===== src/rtl/msrq_pkg.sv =====
package msrq_pkg;

  localparam int SLOTS_DEFAULT          = 16;
  localparam int SLOT_BYTES_MAX_DEFAULT = 64;

  localparam int LEN_W      = 7;
  localparam int OFFSET_W   = 6;
  localparam int CFG_IDX_W  = 1;
  localparam int CFG_DATA_W = 7;

  localparam logic [4:0] SLOTS_IN_USE_RESET = 5'd16;
  localparam logic [6:0] SLOT_BYTES_RESET   = 7'd64;

  localparam logic [CFG_IDX_W-1:0] CFG_SLOTS_IN_USE = 1'b0;
  localparam logic [CFG_IDX_W-1:0] CFG_SLOT_BYTES   = 1'b1;

  typedef enum logic [1:0] {
    ACT_PUSH,
    ACT_READ,
    ACT_POP,
    ACT_NOP
  } action_t;

  typedef enum logic [1:0] {
    STAT_OK,
    STAT_FULL,
    STAT_TOO_LARGE,
    STAT_EMPTY
  } status_t;

  typedef enum logic [1:0] {
    DROP_NONE,
    DROP_FULL,
    DROP_LARGE
  } drop_t;

  typedef struct packed {
    logic [1:0]          action;
    logic [7:0]          data_byte;
    logic                has_byte;
    logic                byte_last;
    logic [OFFSET_W-1:0] read_offset;
  } req_item_t;

  typedef struct packed {
    logic [1:0]       status;
    logic [LEN_W-1:0] head_length;
    logic [7:0]       read_byte;
    logic             message_done;
  } rsp_item_t;

  typedef struct packed {
    logic byte_we;
    logic len_we;
    logic rd_en;
  } mem_cmd_t;

  typedef struct packed {
    logic                valid;
    logic                is_read;
    logic [1:0]          status;
    logic                done;
    logic [OFFSET_W-1:0] offset;
  } res_meta_t;

endpackage


===== src/rtl/msrq_ctrl.sv =====
module msrq_ctrl #(
  parameter int SLOTS          = msrq_pkg::SLOTS_DEFAULT,
  parameter int SLOT_BYTES_MAX = msrq_pkg::SLOT_BYTES_MAX_DEFAULT
) (
  input  logic                           clk,
  input  logic                           rst,
  input  logic [$clog2(SLOTS+1)-1:0]     ring_n,
  input  logic [msrq_pkg::LEN_W-1:0]     cap,
  input  logic                           req_valid,
  output logic                           req_ready,
  input  msrq_pkg::req_item_t            req,
  input  logic                           rsp_ready,
  output msrq_pkg::res_meta_t            meta,
  output msrq_pkg::mem_cmd_t             cmd,
  output logic [$clog2(SLOTS)-1:0]       wr_slot,
  output logic [msrq_pkg::LEN_W-1:0]     wr_offset,
  output logic [7:0]                     wr_byte,
  output logic [msrq_pkg::LEN_W-1:0]     wr_len,
  output logic [$clog2(SLOTS)-1:0]       rd_slot,
  output logic [msrq_pkg::OFFSET_W-1:0]  rd_offset
);

  localparam int PW = $clog2(SLOTS);
  localparam int RESET_N = (SLOTS < 16) ? SLOTS : 16;
  localparam logic [PW-1:0] CONSUMED_RESET = PW'(RESET_N - 1);

  logic [PW-1:0]              consumed_ptr, consumed_ptr_next;
  logic [PW-1:0]              free_ptr, free_ptr_next;
  logic [msrq_pkg::LEN_W-1:0] fill_count, fill_count_next;
  msrq_pkg::drop_t            drop, drop_next;

  logic                       accept;
  logic [PW-1:0]              head;
  logic [msrq_pkg::LEN_W-1:0] fill_inc;
  logic [1:0]                 status;
  logic                       done;
  logic                       is_read;

  function automatic logic [PW-1:0] advance(input logic [PW-1:0] p,
                                            input logic [$clog2(SLOTS+1)-1:0] n);
    logic [PW:0] q;
    q = {1'b0, p} + 1'b1;
    if (32'(q) >= 32'(n)) begin
      return '0;
    end
    return q[PW-1:0];
  endfunction

  assign req_ready = !meta.valid || rsp_ready;
  assign accept    = req_valid && req_ready;
  assign head      = advance(consumed_ptr, ring_n);
  assign fill_inc  = fill_count + 1'b1;

  assign wr_slot   = free_ptr;
  assign wr_offset = fill_count;
  assign wr_byte   = req.data_byte;
  assign rd_slot   = head;
  assign rd_offset = req.read_offset;

  always_comb begin
    consumed_ptr_next = consumed_ptr;
    free_ptr_next     = free_ptr;
    fill_count_next   = fill_count;
    drop_next         = drop;
    cmd               = '0;
    wr_len            = fill_count;
    status            = msrq_pkg::STAT_OK;
    done              = 1'b0;
    is_read           = 1'b0;
    case (msrq_pkg::action_t'(req.action))
      msrq_pkg::ACT_PUSH: begin
        if (drop == msrq_pkg::DROP_NONE && fill_count == '0 && free_ptr == consumed_ptr) begin
          drop_next = msrq_pkg::DROP_FULL;
        end
        if (drop_next == msrq_pkg::DROP_NONE && req.has_byte) begin
          if (fill_count >= cap) begin
            drop_next       = msrq_pkg::DROP_LARGE;
            fill_count_next = '0;
          end else begin
            cmd.byte_we     = accept;
            fill_count_next = fill_inc;
          end
        end
        wr_len = fill_count_next;
        case (drop_next)
          msrq_pkg::DROP_FULL: begin
            status = msrq_pkg::STAT_FULL;
          end
          msrq_pkg::DROP_LARGE: begin
            status = msrq_pkg::STAT_TOO_LARGE;
          end
          default: begin
            status = msrq_pkg::STAT_OK;
          end
        endcase
        if (drop_next != msrq_pkg::DROP_NONE) begin
          if (req.byte_last) begin
            drop_next = msrq_pkg::DROP_NONE;
          end
        end else if (req.byte_last) begin
          cmd.len_we      = accept;
          free_ptr_next   = advance(free_ptr, ring_n);
          fill_count_next = '0;
          done            = 1'b1;
        end
      end
      msrq_pkg::ACT_READ, msrq_pkg::ACT_POP: begin
        if (head == free_ptr) begin
          status = msrq_pkg::STAT_EMPTY;
        end else if (msrq_pkg::action_t'(req.action) == msrq_pkg::ACT_READ) begin
          cmd.rd_en = accept;
          is_read   = 1'b1;
        end else begin
          consumed_ptr_next = head;
        end
      end
      default: begin
        status = msrq_pkg::STAT_OK;
      end
    endcase
  end

  always_ff @(posedge clk) begin
    if (rst) begin
      consumed_ptr <= CONSUMED_RESET;
      free_ptr     <= '0;
      fill_count   <= '0;
      drop         <= msrq_pkg::DROP_NONE;
      meta.valid   <= 1'b0;
    end else begin
      if (accept) begin
        consumed_ptr <= consumed_ptr_next;
        free_ptr     <= free_ptr_next;
        fill_count   <= fill_count_next;
        drop         <= drop_next;
        meta.valid   <= 1'b1;
      end else if (rsp_ready) begin
        meta.valid   <= 1'b0;
      end
    end
    if (accept) begin
      meta.is_read <= is_read;
      meta.status  <= status;
      meta.done    <= done;
      meta.offset  <= req.read_offset;
    end
  end

endmodule


===== config.mk =====
export PLATFORM = sky130hd
export DESIGN_NAME = msrq_ctrl
export DESIGN_NICKNAME = d
export VERILOG_FILES = /design/src/rtl/msrq_pkg.sv /design/src/rtl/msrq_ctrl.sv
export SDC_FILE = /design/constraint.sdc
export NUM_CORES = 1
export LEC_CHECK = 0
export BUFFER_PORTS_ARGS = -buffer_cell sky130_fd_sc_hd__buf_2
export CAP_MARGIN = 15
export CORE_UTILIZATION = 35
export DETAILED_ROUTE_END_ITERATION = 10
export SLEW_MARGIN = 0
export SYNTH_ARGS = -nofsm -noshare
export SYNTH_HDL_FRONTEND = slang
export SYNTH_SLANG_ARGS = --single-unit
export TNS_END_PERCENT = 1

===== constraint.sdc =====
create_clock -name clk -period 2.9 [get_ports clk]
set_input_delay 0.29 -clock clk [delete_from_list [all_inputs] [get_ports clk]]
set_output_delay 0.29 -clock clk [all_outputs]
set_load 0.005 [all_outputs]

==> impl_metrics.toml <==
[synthesis]
mappedNetlistArea_sq_mm = 0.002198
synth-seq-cells = 28
ys_seq_area_share_pct = 30.05
synthesis.nets = 319
postSynth.asyncResetShare_pct = 0
synth_cell_types = 52
avgSynthCellArea_sq_um = 8.423
netlist_instances = 261
synth_warnings = 0
synth-main-ff-cell = "dfxtp_1"
synth_edf_count = 10

[placed_design]
gp_congestion = 0.7863
pre_cts_slack_ps = 163.2
dp_cells = 387
numPortBuffers = 68
hpwl_um = 4190

[cells_and_area]
antennaDiodeCount = 0
instances_no_fill = 394
drive_gt1_share_pct = 32.60
area_growth_pct = 22.94
fin_nets = 378
utilization_pct = 45.11

[sta]
setup_violations = 0
grt_setup_unrepaired = "true"
hold-worst-slack_ps = 192.4
period_needed_ps = 2843
clock_skew_ps = 6.106
setup_ws_ps = 56.86
period_share_pct = 98.04
finalMaxSlewViolations = 0
worst_pin_slew_ps = 556.3
relSlewSlack_pct = 62.69
hold_viol_final = 0
fmax_ghz = 0.3517

[floorplanning]
coreArea_sq_mm = 0.005991
rows = 28
io_pins = 85
die_y_um = 81.25
fp.dieArea_sq_mm = 0.006602
initial_core_util_pct = 36.70
die_w_um = 81.25

[setup_path]
cpPeakStageDelay_ps = 380
critPathLaunchType = "register"
r2r_end = "consumed_ptr[0]$_SDFFE_PP1P_"
worstPathBufferInverterCount = 1
r2r-start = "consumed_ptr[0]$_SDFFE_PP1P_"
path_max_fanout = 4
worstRegToRegCells = 11
worstPathArrival_ps = 2550
cp.required_ps = 2610
cp.depth = 11
ff2ff_setup_slack_ps = 100
critPathKind = "reg -> out"
path_delay_family = "simple AND/OR/NAND/NOR gates"
crit_slowest_cell = "dfxtp_4"
worstSetupEndpointType = "output port"
path_cells = "ha_4 > xor2_2 > ha_1 > a211oi_2 > o221a_2 > and2_4 > xnor2_1 > and4_4 > nand2b_4 > nor2_1 > buf_2"

[clock_tree]
clkLatencyLatePin_ps = 280
cts_buffer_depth = 2
cts_inserted_buffers = 3
clock-root-buffer = "clkbuf_8"
cts_tree = "yes"
cts.sinks = 28
clk_pin_slew_ps = 100
hold_buffers = 0
htree_num_levels = 1

[routing]
first_iter_violations = 81
dr.pass1.iters = 4
vias = 2046
drtAntennaViolNets = 0
viasPerCell = 5.193
drt-total-wl_um = 5463
post_drt_wl_per_cell_um = 13.87
drc = 0

[power_and_ir_drop]
p_sw_uw = 245.9
clockPowerShare_pct = 32.4
seq_power_share_pct = 44.8
swShare_pct = 25.58
power.density_mw_per_mm2 = 355.6
total_leakage_power_uw = 0.001378
total_power_uw = 961.1
p_int_uw = 715.3
peakVddDrop_mv = 0.1911
p_comb_share_pct = 22.8

[global_routing]
grt_pass1_wl_um = 8445
antenna_found_initial = 0
gr-usage-all-layers_pct = 16.96
grt_pass1_vias = 1814
grt_start_max_net_pins = 18
gr-total-overflow = 0

[run_status]
status = "finished, final reports clean"

[worst_hold_path]
min_to = "meta[0]$_DFFE_PP_"
hp-class = "in -> reg"
hold_path_startpoint = "req[0]"
holdPathStages = 1

[job]
cap_violations = 0
-- synth_stat cells, types with 2 or more instances --
library cell	n	area [sq um]
o21ai_0	13	65.06
inv_1	22	82.58
nand2b_1	7	43.79
o211a_1	2	20.02
nand4_1	2	12.51
a31oi_1	7	43.79
mux2i_1	4	40.04
clkbuf_1	4	15.01
nand2_1	17	63.81
a21oi_1	19	95.09
a22o_1	2	17.52
xor2_1	6	52.55
o211ai_1	2	15.01
and3_1	8	50.05
a211oi_1	2	15.01
nor3_1	4	20.02
xnor2_1	5	43.79
buf_4	14	105.1
buf_1	2	7.510
nor2_1	22	82.58
nor2b_1	2	12.51
ha_1	24	300.3
buf_2	3	15.01
and2_4	2	17.52
a21o_1	6	45.04
nand3_1	7	35.03
o21a_1	2	15.01
edfxtp_1	10	300.3
dfxtp_1	18	360.4
-- flip-flops by register name (all words and copies together) (netlist names) --
| signal | cells |
|---|---|
| consumed_ptr | 4 |
| drop | 2 |
| meta | 11 |
| wr_offset | 7 |
| wr_slot | 4 |
-- layer usage --
layer | up-vias | track usage (%) | routed length (um)
met4 | 0 | 5.893 | 151
met5 | - | 0 | 0
met2 | 74 | 28.66 | 2560
met3 | 14 | 3.820 | 360
li1 | 1025 | - | -
met1 | 933 | 21.06 | 2391
-- power by group through the flow --
stage / Clock [uW] / Sequential (uW) / Combinational (uW)
after floorplan: 0 / 442 / 134
after global placement: 0 / 440 / 186
after detailed placement: 0 / 440 / 191
after CTS: 326 / 431 / 200
after global routing: 341 / 433 / 244
final: 312 / 431 / 219
-- repair_timing --
action | CTS | global route
resized for setup | 4 | 15
endpoints found under the setup margin | 1 | 10
pin swaps | 3 | 7
endpoints found under the hold margin | 0 | 0
setup buffers | 2 | 1
-- cell type report --
type | count | area, sq um
tap | 75 | 93.84
clock buffer | 3 | 41.29
multi-input combinational | 188 | 1373
fill | 608 | 3288
clock inverter | 1 | 30.03
inverter | 22 | 82.58
sequential | 28 | 674.4
timing repair buffer | 77 | 407.9
-- per-stage QoR --
step / TNS [ps] / cell area (sq um)
after global routing: -81.23 / 2703
after CTS: 0 / 2625
after detailed placement: 0 / 2535
after floorplan: 0 / 2198
after global placement: 0 / 2535
final: 0 / 2703
-- cell families (layout without fill, tap and decap cells) --
group                    after synthesis  count (layout)  synth area share [%]
adder cells (fa/ha/maj)               24              24                 13.66
XOR/XNOR                              12              12                 5.122
AND/OR/NAND/NOR                       83              83                 19.69
multiplexers                           5               5                 2.334
buffers and inverters                 45             103                 10.24
flip-flops                            28              28                 30.05
AO/OA/AOI/OAI                         64              64                 18.90
-- cell usage in the layout (no fill, tap or decap), types with 7 or more instances in the layout --
cell,netlist,layout
a21oi_1,19,18
a31oi_1,7,7
and3_1,8,7
buf_2,3,68
buf_4,14,9
dfxtp_1,18,13
edfxtp_1,10,10
ha_1,24,22
inv_1,22,22
nand2_1,17,16
nand3_1,7,7
nor2_1,22,22
o21ai_0,13,12
-- worst max-delay path by stage --
stage | startpoint | to | slack (ps)
2_1_floorplan | consumed_ptr[0]$_SDFFE_PP1P_ | consumed_ptr[1]$_SDFFE_PP1P_ | 280
6_report | consumed_ptr[0]$_SDFFE_PP1P_ | cmd[0] | 60
5_1_grt | consumed_ptr[0]$_SDFFE_PP1P_ | cmd[0] | -70
3_3_place_gp | consumed_ptr[0]$_SDFFE_PP1P_ | consumed_ptr[1]$_SDFFE_PP1P_ | 230
4_1_cts | consumed_ptr[0]$_SDFFE_PP1P_ | cmd[0] | 4
3_5_place_dp | consumed_ptr[1]$_SDFFE_PP1P_ | consumed_ptr[2]$_SDFFE_PP1P_ | 160
Note: power is estimated with default switching activity, not from simulation.
